## config.mk

```make
export PLATFORM = sky130hd
export DESIGN_NAME = dma_sound_controller_with_serial_volume_flat
export DESIGN_NICKNAME = d
export VERILOG_FILES = /design/src/hdl/dsc_pkg.sv /design/src/hdl/dsc_intf.sv /design/src/hdl/dsc_serial.sv /design/src/hdl/dsc_core.sv /design/src/hdl/dma_sound_controller_with_serial_volume.sv /design/src/flat_wrapper.sv
export SDC_FILE = /design/constraint.sdc
export NUM_CORES = 1
export LEC_CHECK = 0
export BUFFER_PORTS_ARGS = -buffer_cell sky130_fd_sc_hd__buf_2
export CORE_UTILIZATION = 65
export CTS_CLUSTER_SIZE = 14
export DETAILED_ROUTE_END_ITERATION = 6
export PLACE_DENSITY_LB_ADDON = 0.12
export SLEW_MARGIN = 10
export SYNTH_ARGS = -nofsm -noshare
export SYNTH_HDL_FRONTEND = slang
export SYNTH_SLANG_ARGS = --single-unit
```

## constraint.sdc

```tcl
create_clock -name clk -period 23.4 [get_ports clk]
set_clock_uncertainty 0.1 [all_clocks]
set_input_delay 2.34 -clock clk [delete_from_list [all_inputs] [get_ports clk]]
set_output_delay 2.34 -clock clk [all_outputs]
set_load 0.01 [all_outputs]
```

## src/hdl/dsc_pkg.sv

```systemverilog
`timescale 1ns / 1ps
// Shared types, register codes and helpers for the DMA sound controller.
// No dependencies; imported by dsc_serial, dsc_core, the top level and the testbench.
package dsc_pkg;

  localparam int ADDR_BITS = 24;
  // address registers keep bits 23..1 at most
  localparam int AW_BITS = (ADDR_BITS < 24) ? ADDR_BITS : 24;
  localparam logic [ADDR_BITS-1:0] AW_MASK = ADDR_BITS'((64'd1 << AW_BITS) - 64'd2);

  typedef enum logic [1:0] {
    CMD_READ  = 2'd0,
    CMD_WRITE = 2'd1,
    CMD_TICK  = 2'd2
  } cmd_t;

  // byte register numbers (byte offset >> 1)
  localparam logic [4:0] REG_CTRL     = 5'd0;
  localparam logic [4:0] REG_BEGIN_HI = 5'd1;
  localparam logic [4:0] REG_BEGIN_LO = 5'd3;
  localparam logic [4:0] REG_CUR_HI   = 5'd4;
  localparam logic [4:0] REG_CUR_LO   = 5'd6;
  localparam logic [4:0] REG_END_HI   = 5'd7;
  localparam logic [4:0] REG_END_LO   = 5'd9;
  localparam logic [4:0] REG_MODE     = 5'd16;

  // word offsets of the serial port
  localparam logic [5:0] OFS_SER_DATA = 6'h22;
  localparam logic [5:0] OFS_SER_MASK = 6'h24;

  localparam logic [4:0] SER_STEPS     = 5'd16;
  localparam logic [4:0] SER_CMD_BITS  = 5'd11;
  localparam logic [6:0] VOL_IN_MAX    = 7'd40;
  localparam logic [6:0] VOL_FULL      = 7'd64;
  // v*64/40 = (v*8)/5, and x/5 == (x*205) >> 10 for x <= 320
  localparam logic [7:0] DIV5_RECIP    = 8'd205;
  localparam int         DIV5_SHIFT    = 10;

  typedef struct packed {
    logic       ok;
    logic [6:0] level;
  } dsc_vol_t;

  typedef struct packed {
    logic [15:0] read_data;
    logic        dma_done;
    logic        playing;
    logic [23:0] fetch_address;
    logic        stereo_mode;
    logic [6:0]  main_volume;
  } dsc_result_t;

  // byte pos 0 is the high byte of the 24-bit address
  function automatic logic [7:0] get_byte(input logic [31:0] v, input logic [1:0] pos);
    logic [7:0] b;
    case (pos)
      2'd0:    b = v[23:16];
      2'd1:    b = v[15:8];
      default: b = v[7:0];
    endcase
    return b;
  endfunction

  function automatic logic [31:0] put_byte(input logic [31:0] v, input logic [1:0] pos,
                                           input logic [7:0] b);
    logic [31:0] r;
    r = v;
    case (pos)
      2'd0:    r[23:16] = b;
      2'd1:    r[15:8]  = b;
      default: r[7:0]   = b;
    endcase
    return r;
  endfunction

endpackage

```

## src/hdl/dsc_intf.sv

```systemverilog
`timescale 1ns / 1ps
// Valid/ready channel interfaces for the DMA sound controller.
// Standalone; payload widths follow the bus item and result item.
interface dsc_in_if;
  logic        valid;
  logic        ready;
  logic [1:0]  cmd;
  logic [5:0]  address;
  logic        word_access;
  logic [15:0] write_data;

  modport source (output valid, cmd, address, word_access, write_data, input ready);
  modport sink   (input valid, cmd, address, word_access, write_data, output ready);
endinterface

interface dsc_out_if;
  logic        valid;
  logic        ready;
  logic [15:0] read_data;
  logic        dma_done;
  logic        playing;
  logic [23:0] fetch_address;
  logic        stereo_mode;
  logic [6:0]  main_volume;

  modport source (output valid, read_data, dma_done, playing, fetch_address, stereo_mode,
                  main_volume, input ready);
  modport sink   (input valid, read_data, dma_done, playing, fetch_address, stereo_mode,
                  main_volume, output ready);
endinterface

```

## src/hdl/dsc_serial.sv

```systemverilog
`timescale 1ns / 1ps
// Serial volume decoder: packs data bits under the mask and checks the command.
// Depends on dsc_pkg.
module dsc_serial (
  input  logic [15:0]       data,
  input  logic [15:0]       mask,
  output dsc_pkg::dsc_vol_t vol
);
  import dsc_pkg::*;

  logic [4:0]  pre [16];
  logic [10:0] packed_bits;
  logic [4:0]  used;
  logic [5:0]  v;
  logic [16:0] scaled;

  // packed slot of each mask bit = number of mask bits below it
  always_comb begin
    for (int i = 0; i < 16; i++) begin
      pre[i] = 5'($countones(mask & 16'((17'd1 << i) - 17'd1)));
    end
  end

  always_comb begin
    packed_bits = '0;
    for (int j = 0; j < 11; j++) begin
      for (int i = 0; i < 16; i++) begin
        if (mask[i] && data[i] && (pre[i] == 5'(j))) packed_bits[j] = 1'b1;
      end
    end
  end

  assign used   = 5'($countones(mask));
  assign v      = packed_bits[5:0];
  assign scaled = 17'({v, 3'b000}) * 17'(DIV5_RECIP);

  always_comb begin
    vol.ok = (used == SER_CMD_BITS) && (packed_bits[10:9] == 2'b10)
             && (packed_bits[8:6] == 3'd3);
    if (7'(v) > VOL_IN_MAX) vol.level = VOL_FULL;
    else                    vol.level = 7'(scaled >> DIV5_SHIFT);
  end

endmodule

```

## src/hdl/dsc_core.sv

```systemverilog
`timescale 1ns / 1ps
// Register file, bus decode and playback stepping; one item per go pulse.
// Depends on dsc_pkg and dsc_serial.
module dsc_core (
  input  logic                 clk,
  input  logic                 rst_n,
  input  logic                 go,
  input  logic [1:0]           cmd,
  input  logic [5:0]           address,
  input  logic                 word_access,
  input  logic [15:0]          write_data,
  output dsc_pkg::dsc_result_t result
);
  import dsc_pkg::*;

  logic [1:0]           ctrl_r, ctrl_nxt;
  logic [ADDR_BITS-1:0] begin_r, begin_nxt;
  logic [ADDR_BITS-1:0] cur_r, cur_nxt;
  logic [ADDR_BITS-1:0] end_r, end_nxt;
  logic                 mono_r, mono_nxt;
  logic [1:0]           rshift_r, rshift_nxt;
  logic [4:0]           rcount_r, rcount_nxt;
  logic [15:0]          sdata_r, sdata_nxt;
  logic [15:0]          smask_r, smask_nxt;
  logic [4:0]           steps_r, steps_nxt;
  logic [6:0]           vol_r, vol_nxt;

  dsc_vol_t             vol_cmd;
  logic [4:0]           regno;
  logic                 byte_ok;
  logic [7:0]           b;
  logic [15:0]          rd;
  logic                 done;
  logic [4:0]           period;
  logic [4:0]           rc_inc;
  logic [ADDR_BITS-1:0] cur_step;

  dsc_serial u_serial (
    .data (write_data),
    .mask (smask_r),
    .vol  (vol_cmd)
  );

  assign regno  = address[5:1];
  assign b      = write_data[7:0];
  // word access at an even offset other than the serial port falls to the odd byte
  assign byte_ok = word_access
                   ? (!address[0] && (address != OFS_SER_DATA) && (address != OFS_SER_MASK))
                   : address[0];
  assign period   = 5'd1 << (3'(rshift_r) + 3'(!mono_r));
  assign rc_inc   = rcount_r + 5'd1;
  assign cur_step = cur_r + (mono_r ? ADDR_BITS'(1) : ADDR_BITS'(2));

  always_comb begin
    ctrl_nxt   = ctrl_r;
    begin_nxt  = begin_r;
    cur_nxt    = cur_r;
    end_nxt    = end_r;
    mono_nxt   = mono_r;
    rshift_nxt = rshift_r;
    rcount_nxt = rcount_r;
    sdata_nxt  = sdata_r;
    smask_nxt  = smask_r;
    steps_nxt  = steps_r;
    vol_nxt    = vol_r;
    rd         = '0;
    done       = 1'b0;

    case (cmd_t'(cmd))
      CMD_READ: begin
        if (word_access && (address == OFS_SER_DATA)) begin
          rd = sdata_r;
        end else if (word_access && (address == OFS_SER_MASK)) begin
          if (steps_r != '0) begin
            steps_nxt = steps_r - 5'd1;
            smask_nxt = {smask_r[14:0], smask_r[15]};
          end
          rd = smask_nxt;
        end else if (byte_ok) begin
          case (regno) inside
            REG_CTRL:                   rd = {14'd0, ctrl_r};
            [REG_BEGIN_HI:REG_BEGIN_LO]:
              rd = {8'd0, get_byte(32'(begin_r), 2'(regno - REG_BEGIN_HI))};
            [REG_CUR_HI:REG_CUR_LO]:
              rd = {8'd0, get_byte(32'(cur_r), 2'(regno - REG_CUR_HI))};
            [REG_END_HI:REG_END_LO]:
              rd = {8'd0, get_byte(32'(end_r), 2'(regno - REG_END_HI))};
            REG_MODE:                   rd = {8'd0, mono_r, 5'd0, ~rshift_r};
            default:                    rd = '0;
          endcase
        end
      end
      CMD_WRITE: begin
        if (word_access && (address == OFS_SER_DATA)) begin
          sdata_nxt = write_data;
          steps_nxt = SER_STEPS;
          if (vol_cmd.ok) vol_nxt = vol_cmd.level;
        end else if (word_access && (address == OFS_SER_MASK)) begin
          smask_nxt = write_data;
        end else if (byte_ok) begin
          case (regno) inside
            REG_CTRL: begin
              if (ctrl_r[0] != b[0]) cur_nxt = begin_r;
              ctrl_nxt = b[1:0];
            end
            [REG_BEGIN_HI:REG_BEGIN_LO]:
              begin_nxt = ADDR_BITS'(put_byte(32'(begin_r), 2'(regno - REG_BEGIN_HI), b))
                          & AW_MASK;
            [REG_CUR_HI:REG_CUR_LO]:
              cur_nxt = ADDR_BITS'(put_byte(32'(cur_r), 2'(regno - REG_CUR_HI), b))
                        & AW_MASK;
            [REG_END_HI:REG_END_LO]:
              end_nxt = ADDR_BITS'(put_byte(32'(end_r), 2'(regno - REG_END_HI), b))
                        & AW_MASK;
            REG_MODE: begin
              mono_nxt   = b[7];
              rshift_nxt = ~b[1:0];
              rcount_nxt = '0;
            end
            default: ;
          endcase
        end
      end
      CMD_TICK: begin
        if (ctrl_r[0]) begin
          if (rc_inc < period) begin
            rcount_nxt = rc_inc;
          end else begin
            rcount_nxt = '0;
            if (cur_step == end_r) begin
              cur_nxt = begin_r;
              if (!ctrl_r[1]) ctrl_nxt[0] = 1'b0;
              done = 1'b1;
            end else begin
              cur_nxt = cur_step;
            end
          end
        end
      end
      default: ;
    endcase
  end

  always_ff @(posedge clk) begin
    if (!rst_n) begin
      ctrl_r   <= '0;
      begin_r  <= '0;
      cur_r    <= '0;
      end_r    <= '0;
      mono_r   <= 1'b0;
      rshift_r <= '0;
      rcount_r <= '0;
      sdata_r  <= '0;
      smask_r  <= '0;
      steps_r  <= '0;
      vol_r    <= '0;
    end else if (go) begin
      ctrl_r   <= ctrl_nxt;
      begin_r  <= begin_nxt;
      cur_r    <= cur_nxt;
      end_r    <= end_nxt;
      mono_r   <= mono_nxt;
      rshift_r <= rshift_nxt;
      rcount_r <= rcount_nxt;
      sdata_r  <= sdata_nxt;
      smask_r  <= smask_nxt;
      steps_r  <= steps_nxt;
      vol_r    <= vol_nxt;
    end
  end

  always_comb begin
    result.read_data     = rd;
    result.dma_done      = done;
    result.playing       = ctrl_nxt[0];
    result.fetch_address = 24'(cur_nxt);
    result.stereo_mode   = !mono_nxt;
    result.main_volume   = vol_nxt;
  end

endmodule

```

## src/hdl/dma_sound_controller_with_serial_volume.sv

```systemverilog
`timescale 1ns / 1ps
// Channel    Dir  Payload                                              Handshake
// in_ch      in   cmd, address, word_access, write_data                valid/ready
// out_ch     out  read_data, dma_done, playing, fetch_address,         valid/ready
//                 stereo_mode, main_volume
//
// Two register stages: an input register, then the register file update and the
// result register in the same cycle. One item per cycle sustained while out_ch is
// not stalled. in_ch.ready drops only when both stages hold an item and out_ch is
// stalled. Synchronous active-low reset clears valid flags and register file; no warm-up.
// Top level; depends on dsc_pkg, dsc_intf, dsc_core, dsc_serial.
module dma_sound_controller_with_serial_volume (
  input  logic      clk,
  input  logic      rst_n,
  dsc_in_if.sink    in_ch,
  dsc_out_if.source out_ch
);
  import dsc_pkg::*;

  logic        s1_valid_r;
  logic [1:0]  s1_cmd_r;
  logic [5:0]  s1_addr_r;
  logic        s1_word_r;
  logic [15:0] s1_wdata_r;
  logic        out_valid_r;
  dsc_result_t out_r;
  dsc_result_t res;
  logic        adv;
  logic        go;

  assign adv          = !out_valid_r || out_ch.ready;
  assign go           = adv && s1_valid_r;
  assign in_ch.ready  = !s1_valid_r || adv;

  always_ff @(posedge clk) begin
    if (!rst_n) begin
      s1_valid_r <= 1'b0;
    end else if (in_ch.ready) begin
      s1_valid_r <= in_ch.valid;
    end
  end

  always_ff @(posedge clk) begin
    if (in_ch.valid && in_ch.ready) begin
      s1_cmd_r   <= in_ch.cmd;
      s1_addr_r  <= in_ch.address;
      s1_word_r  <= in_ch.word_access;
      s1_wdata_r <= in_ch.write_data;
    end
  end

  dsc_core u_core (
    .clk         (clk),
    .rst_n       (rst_n),
    .go          (go),
    .cmd         (s1_cmd_r),
    .address     (s1_addr_r),
    .word_access (s1_word_r),
    .write_data  (s1_wdata_r),
    .result      (res)
  );

  always_ff @(posedge clk) begin
    if (!rst_n) begin
      out_valid_r <= 1'b0;
    end else if (adv) begin
      out_valid_r <= s1_valid_r;
    end
  end

  always_ff @(posedge clk) begin
    if (go) out_r <= res;
  end

  assign out_ch.valid         = out_valid_r;
  assign out_ch.read_data     = out_r.read_data;
  assign out_ch.dma_done      = out_r.dma_done;
  assign out_ch.playing       = out_r.playing;
  assign out_ch.fetch_address = out_r.fetch_address;
  assign out_ch.stereo_mode   = out_r.stereo_mode;
  assign out_ch.main_volume   = out_r.main_volume;

  a_vol_range: assert property (@(posedge clk) disable iff (!rst_n)
    out_valid_r |-> (out_r.main_volume <= VOL_FULL))
    else $error("volume above full scale");

  a_done_no_read: assert property (@(posedge clk) disable iff (!rst_n)
    (out_valid_r && out_r.dma_done) |-> (out_r.read_data == '0))
    else $error("completion flagged on a read item");

  a_stall_only_full: assert property (@(posedge clk) disable iff (!rst_n)
    !in_ch.ready |-> (s1_valid_r && out_valid_r && !out_ch.ready))
    else $error("input stalled with room in the pipeline");

  a_go_loads_out: assert property (@(posedge clk) disable iff (!rst_n)
    go |=> out_valid_r)
    else $error("processed item not presented");

endmodule

```

## src/flat_wrapper.sv

```systemverilog
// flat-port wrapper written by rule: the top's interface ports become plain ports
module dma_sound_controller_with_serial_volume_flat import dsc_pkg::*;
  (clk, rst_n, in_ch_valid, in_ch_cmd, in_ch_address, in_ch_word_access, in_ch_write_data, in_ch_ready, out_ch_valid, out_ch_read_data, out_ch_dma_done, out_ch_playing, out_ch_fetch_address, out_ch_stereo_mode, out_ch_main_volume, out_ch_ready);
  dsc_in_if in_ch_i ();
  dsc_out_if out_ch_i ();
  input  logic clk;
  input  logic rst_n;
  input wire logic [$bits(in_ch_i.valid)-1:0] in_ch_valid;
  input wire logic [$bits(in_ch_i.cmd)-1:0] in_ch_cmd;
  input wire logic [$bits(in_ch_i.address)-1:0] in_ch_address;
  input wire logic [$bits(in_ch_i.word_access)-1:0] in_ch_word_access;
  input wire logic [$bits(in_ch_i.write_data)-1:0] in_ch_write_data;
  output wire logic [$bits(in_ch_i.ready)-1:0] in_ch_ready;
  output wire logic [$bits(out_ch_i.valid)-1:0] out_ch_valid;
  output wire logic [$bits(out_ch_i.read_data)-1:0] out_ch_read_data;
  output wire logic [$bits(out_ch_i.dma_done)-1:0] out_ch_dma_done;
  output wire logic [$bits(out_ch_i.playing)-1:0] out_ch_playing;
  output wire logic [$bits(out_ch_i.fetch_address)-1:0] out_ch_fetch_address;
  output wire logic [$bits(out_ch_i.stereo_mode)-1:0] out_ch_stereo_mode;
  output wire logic [$bits(out_ch_i.main_volume)-1:0] out_ch_main_volume;
  input wire logic [$bits(out_ch_i.ready)-1:0] out_ch_ready;
  assign in_ch_i.valid = in_ch_valid;
  assign in_ch_i.cmd = in_ch_cmd;
  assign in_ch_i.address = in_ch_address;
  assign in_ch_i.word_access = in_ch_word_access;
  assign in_ch_i.write_data = in_ch_write_data;
  assign in_ch_ready = in_ch_i.ready;
  assign out_ch_valid = out_ch_i.valid;
  assign out_ch_read_data = out_ch_i.read_data;
  assign out_ch_dma_done = out_ch_i.dma_done;
  assign out_ch_playing = out_ch_i.playing;
  assign out_ch_fetch_address = out_ch_i.fetch_address;
  assign out_ch_stereo_mode = out_ch_i.stereo_mode;
  assign out_ch_main_volume = out_ch_i.main_volume;
  assign out_ch_i.ready = out_ch_ready;
  dma_sound_controller_with_serial_volume u_core (.clk(clk), .rst_n(rst_n), .in_ch(in_ch_i), .out_ch(out_ch_i));
endmodule
```

# Yosys cells after proc, flatten, opt, wreduce, memory -nomap -nowiden
# Index checks and enable logic that the tools add are counted.
[op_classes] div=0 magnitude_cmp=8 n_eq_ne=169 n_shift=1 muxes=229 n_bitwise=12 reduce_logical=229 mul=1 addsub=39
[op_table] cell="== test 5 x 3 -> 1 bit, second input constant" n=56
[op_table] cell="2-to-1 mux 24 bit" n=10
[op_table] cell="== test 5 x 4 -> 1 bit, second input constant" n=43
[op_table] cell="logical AND 1 bit" n=183
[op_table] cell="2-to-1 mux 1 bit" n=176
[op_table] cell="== test 5 x 2 -> 1 bit, second input constant" n=28
[op_table] cell="2-to-1 mux 16 bit" n=8
[op_table] cell="adder 5 bit" n=16
[op_table] cell="zero test 5 bit" n=16
[op_table] cell="== test 5 x 1 -> 1 bit, second input constant" n=14
[op_table] cell="2-to-1 mux 5 bit" n=14
[op_table] cell="2-to-1 mux 8 bit" n=8
[op_table] cell="one-hot mux 24 bit (2 select lines)" n=1
[op_table] cell="one-hot mux 8 bit (2 select lines)" n=3
[op_table] cell="AND reduction 10 bit" n=4
[op_table] cell="adder 5 x 1 -> 5 bit" n=7
[op_table] cell="one-hot mux 16 bit (2 select lines)" n=1
[op_table] cell="2-to-1 mux 7 bit" n=4
[op_table] cell="!= test 2 bit, second input constant" n=14
[op_table] cell="adder 24 x 2 -> 24 bit" n=1
[op_table] cell="== test 24 bit" n=1
[op_table] cell="AND reduction 8 bit" n=3
[op_table] cell="one-hot mux 5 bit (2 select lines)" n=2
[op_table] cell="AND reduction 6 bit" n=3
[op_table] cell="other kinds (36)" n=72
[word_totals] mem_count=0 ram_bits=0 in_bits=29 word_cells=716 latch_bits=0 rom_bits=0 out_inout_bits=52 register_bits=201

# Longest topological paths before layout
[depth] ltp_word=23 depth_mapped=38

# Modules after synthesis
# Synthesis repeated with hierarchy kept, for this count alone.
[hier_totals] hier_cells=1938 hier_area_um2=15785.1
[by_module_without_submodules] mod="dsc_core" cells_per_inst=1287 seq_area_each_um2=2482.4 n_inst=1 area_each_um2=9172.5
[by_module_without_submodules] mod="dsc_serial" cells_per_inst=567 seq_area_each_um2=0.0 n_inst=1 area_each_um2=4256.6
[by_module_without_submodules] mod="dma_sound_controller_with_serial_volume" cells_per_inst=84 seq_area_each_um2=2292.2 n_inst=1 area_each_um2=2356.0

# Worst setup path before layout
# No wires, ideal clock.
[synth_path] kind="flip-flop to flip-flop" from="register u_core.u_core.smask_r[0]" to="register u_core.out_r, in the netlist u_core.out_ch.main_volume[4] (data pin)" setup_ps=263 path_stages_with_launch=39 t_arrival_ps=7518 period_less_slack_ps=7881 required_time_ps=23037 setup_slack_ps=15519 cell_sequence="dfxtp_1 inv_1 ha_1 inv_1 fa_1 inv_1 ha_1 buf_2 xor2_1 ha_1 inv_1 fa_1 clkbuf_1 inv_1 ha_1 buf_2 inv_1 fa_1 (+3 left out) a22oi_1 and4b_1 and4_1 inv_1 ha_1 inv_1 fa_1 inv_1 ha_1 ha_1 a21oi_1 o21ai_0 and2_1 nor3_1 a21oi_1 nor2_1 xor2_1 o21ai_0"
[synth_lines] item="from (decl)" line_no="dsc_core.sv:24" source="logic [15:0] smask_r, smask_nxt;"
[synth_lines] item="from (signal assigned)" line_no="dsc_core.sv:166" source="smask_r <= smask_nxt;"
[synth_lines] item="to (signal assigned)" line_no="dma_sound_controller_with_serial_volume.sv:72" source="if (go) out_r <= res;"
[synth_lines] item="to (decl)" line_no="dma_sound_controller_with_serial_volume.sv:26" source="dsc_result_t out_r;"

==> impl_metrics.yaml <==
logic_synthesis:
  ys_ff_latch: 201
  ys_seq_area_share_pct: 31.5
  synth_area_per_cell_um2: 7.98
  synthFlopType: "dfxtp_1"
  yosysWarnings: 0
  async_flop_share_pct: 0
  synth.net_count: 2031
  synth_edf_count: 75
  netlist_instances: 1899
  synth_cell_type_count: 91
  synthesis.area_um2: 15200
layout:
  fin_util_pct: 71.6
  drive_gt1_share_pct: 8.95
  synthToLayoutAreaGrowth_pct: 7.61
  diodes: 0
  final_cell_mix: "248 x nor2_1, 179 x a21oi_1, 172 x nand2_1, 126 x dfxtp_1, 108 x o21ai_0"
  final_nets: 2026
  final_common_cell: "nor2_1"
critical_path:
  r2r_end: "u_core.out_ch.main_volume[3]"
  cp.arrival_ns: 9.23
  ff2ff_setup_slack_ns: 14.32
  crit_required_ns: 23.55
  path_max_fanout: 20
  cpMostUsedCell: "inv_1"
  start_kind: "register"
  worstSetupEndpointType: "register"
  cp_slowest_cell: "fa_1"
  cp_top_family: "adder cells"
  crit_buf_inv: 9
  critPathKind: "reg -> reg"
  reg2reg_from: "u_core.u_core.smask_r[0]"
  max_stage_delay_ns: 0.91
  rr_worst_depth: 35
hold_path:
  holdPathStages: 2
  hold_end: "u_core.u_core.sdata_r[9]"
  hp-start: "u_core.u_core.sdata_r[9]"
  hp-class: "reg -> reg"
outcome:
  outcome: "completed"
clocking:
  htreeDepth: 1
  clockBufferDepth: 3
  cts_root_buf: "clkbuf_16"
  cts.clk_slew.worst_paths_ns: 0.06
  post_cts_resized: 0
  cts_buffers: 22
  cts_tree: "yes"
  insertion_delay_ns: 0.52
  post_cts_buffers: 0
  ctsHoldBuffers: 0
  cts_num_sinks: 201
detailed_routing:
  drt_wl_total_um: 52500
  wl_per_cell_um: 23.6
  ant_nets: 0
  dr.pass1.iters: 7
  drt_first_iter_violations: 1907
  dr_total_vias: 15400
  avgViaCountPerCell: 6.94
  remaining_drc_errors: 0
grt:
  grt_use_total_pct: 44.1
  grt_overflow: 0
  antenna_found_initial: 0
  grt_pass1_wl_um: 82200
  grt_pass1_vias: 15000
  grt_max_degree: 94
floorplan:
  die_h_um: 155
  ios: 81
  core_area_um2: 22800
  fp.dieW_um: 155
  start_util_pct: 66.5
  die-area_um2: 23900
  rows: 55
power_and_ir_drop:
  peakVddDrop_mv: 0.0570
  power.leakage_nw: 6.37
  powerDensity_nw_per_um2: 51.4
sta:
  hold_viol: 0
  fin_setup_tns_ns: 0
  max_freq_mhz: 110
  rsz0062_at_grt: "no"
  maxSlewViolCount: 0
  setup_viol_count_final: 0
  worst_pin_slew_ns: 1.22
  slew-limit-headroom_pct: 16.4
  finalCriticalPeriod_ns: 9.08
  finalCritPeriodShare_pct: 38.8
job:
  cap_viol_max_count: 0
placed_design:
  place_hpwl_um: 38000
  place_congestion: 1.05
  numPortBuffers: 80
-- per-layer routing --
layer,wire (um),vias to the layer above,track usage (%)
li1,-,6873,-
met1,18400,7206,50.0
met2,24300,1018,73.9
met3,5400,320,9.53
met4,4490,0,31.8
met5,0,-,0
-- report_power, final --
part | leakage, nW | switching, mW | internal, mW
combinational | 4.27 | 0.0548 | 0.0252
sequential | 1.73 | 0.0157 | 0.374
clock | 0.373 | 0.145 | 0.224
-- flip-flops by register name, indices dropped and copies added, names as in the netlist, 2 cells and up --
signal,flops
u_core.out_ch.main_volume,7
u_core.s1_addr_r,6
u_core.u_core.smask_r,16
u_core.u_core.rshift_r,2
u_core.u_core.end_r,23
u_core.s1_wdata_r,16
u_core.out_ch.fetch_address,24
u_core.u_core.steps_r,5
u_core.u_core.cur_r,24
u_core.out_ch.read_data,16
u_core.u_core.vol_r,7
u_core.u_core.sdata_r,16
u_core.s1_cmd_r,2
u_core.u_core.begin_r,23
u_core.u_core.rcount_r,5
u_core.u_core.ctrl_r,2
-- through the flow --
step                setup WS, ns  area, um^2  hold slack (ns)  power (mW)  instances
floorplan                  15.52       15200            0.332       0.443       1899
global placement           14.76       15500            0.339       0.470       2183
detailed placement         14.49       15500            0.349       0.472       2183
CTS                        14.46       16300            0.357       0.833       2223
global route               13.60       16300            0.369       0.858       2223
finish                     14.32       16300            0.358       0.838       2223
-- worst reg2reg max path, delay by kind of cell (launching register included) --
kind | cells | cell delay (ns)
DFF | 1 | 0.52
xor gates and xnor gates | 2 | 0.43
adders and majority gates | 11 | 4.74
and+or+nand+nor | 7 | 1.27
AOI/OAI and AO/OA | 6 | 0.93
buffers and inverters | 9 | 0.84
-- logic make-up (layout without fill, tap and decap cells) --
group | after synthesis | in the layout | share of synthesized area (%)
AOI/OAI and AO/OA | 545 | 545 | 23.1
buffers and inverters | 228 | 239 | 6.06
and+or+nand+nor | 718 | 718 | 22.5
muxes | 38 | 38 | 2.54
DFF | 201 | 201 | 31.5
adders and majority gates | 103 | 103 | 9.89
xor gates and xnor gates | 66 | 66 | 4.36
-- cell usage after synthesis (8+ instances only) --
cell / count / area share (%)
a2111oi_0: 9 / 0.52
a211oi_1: 25 / 1.2
a21o_1: 10 / 0.50
a21oi_1: 179 / 5.9
a221oi_1: 11 / 0.64
a22o_1: 11 / 0.64
a22oi_1: 29 / 1.4
a31oi_1: 14 / 0.58
a32oi_1: 9 / 0.52
and2_1: 11 / 0.45
and3_1: 11 / 0.45
and4_1: 8 / 0.46
buf_2: 20 / 0.66
clkbuf_1: 89 / 2.2
dfxtp_1: 126 / 17
edfxtp_1: 75 / 15
fa_1: 28 / 3.7
ha_1: 75 / 6.2
inv_1: 100 / 2.5
mux2i_1: 34 / 2.2
nand2_1: 172 / 4.3
nand2b_1: 25 / 1.0
nand3_1: 56 / 1.8
nand4_1: 21 / 0.87
nor2_1: 250 / 6.2
nor2b_1: 14 / 0.58
nor3_1: 70 / 2.3
nor4_1: 14 / 0.58
o21a_1: 11 / 0.54
o21ai_0: 108 / 3.6
o221ai_1: 15 / 0.87
o22ai_1: 34 / 1.4
or2_2: 9 / 0.37
or3_1: 11 / 0.45
or4_1: 8 / 0.40
xnor2_1: 42 / 2.4
xor2_1: 18 / 1.0
-- area by class of cell --
type | instances | area, um^2
clock inverter | 14 | 176
multi-input combinational | 1470 | 9480
sequential | 201 | 4770
inverter | 104 | 390
fill | 1803 | 6470
clock buffer | 26 | 587
tap | 313 | 392
timing repair buffer | 95 | 513
-- worst max-delay path by stage --
stage | from | to | slack, ns | depth (start not counted)
final | u_core.u_core.smask_r[0] | u_core.out_ch.main_volume[3] | 14.32 | 35
after global routing | u_core.u_core.smask_r[0] | u_core.out_ch.main_volume[4] | 13.60 | 32
after CTS | u_core.u_core.smask_r[0] | u_core.out_ch.main_volume[3] | 14.46 | 35
after detailed placement | u_core.u_core.smask_r[0] | u_core.out_ch.main_volume[3] | 14.49 | 35
after global placement | u_core.u_core.smask_r[0] | u_core.out_ch.main_volume[4] | 14.76 | 30
after floorplan | u_core.u_core.smask_r[0] | u_core.out_ch.main_volume[4] | 15.52 | 38
Note: power is estimated with default switching activity, not from simulation.
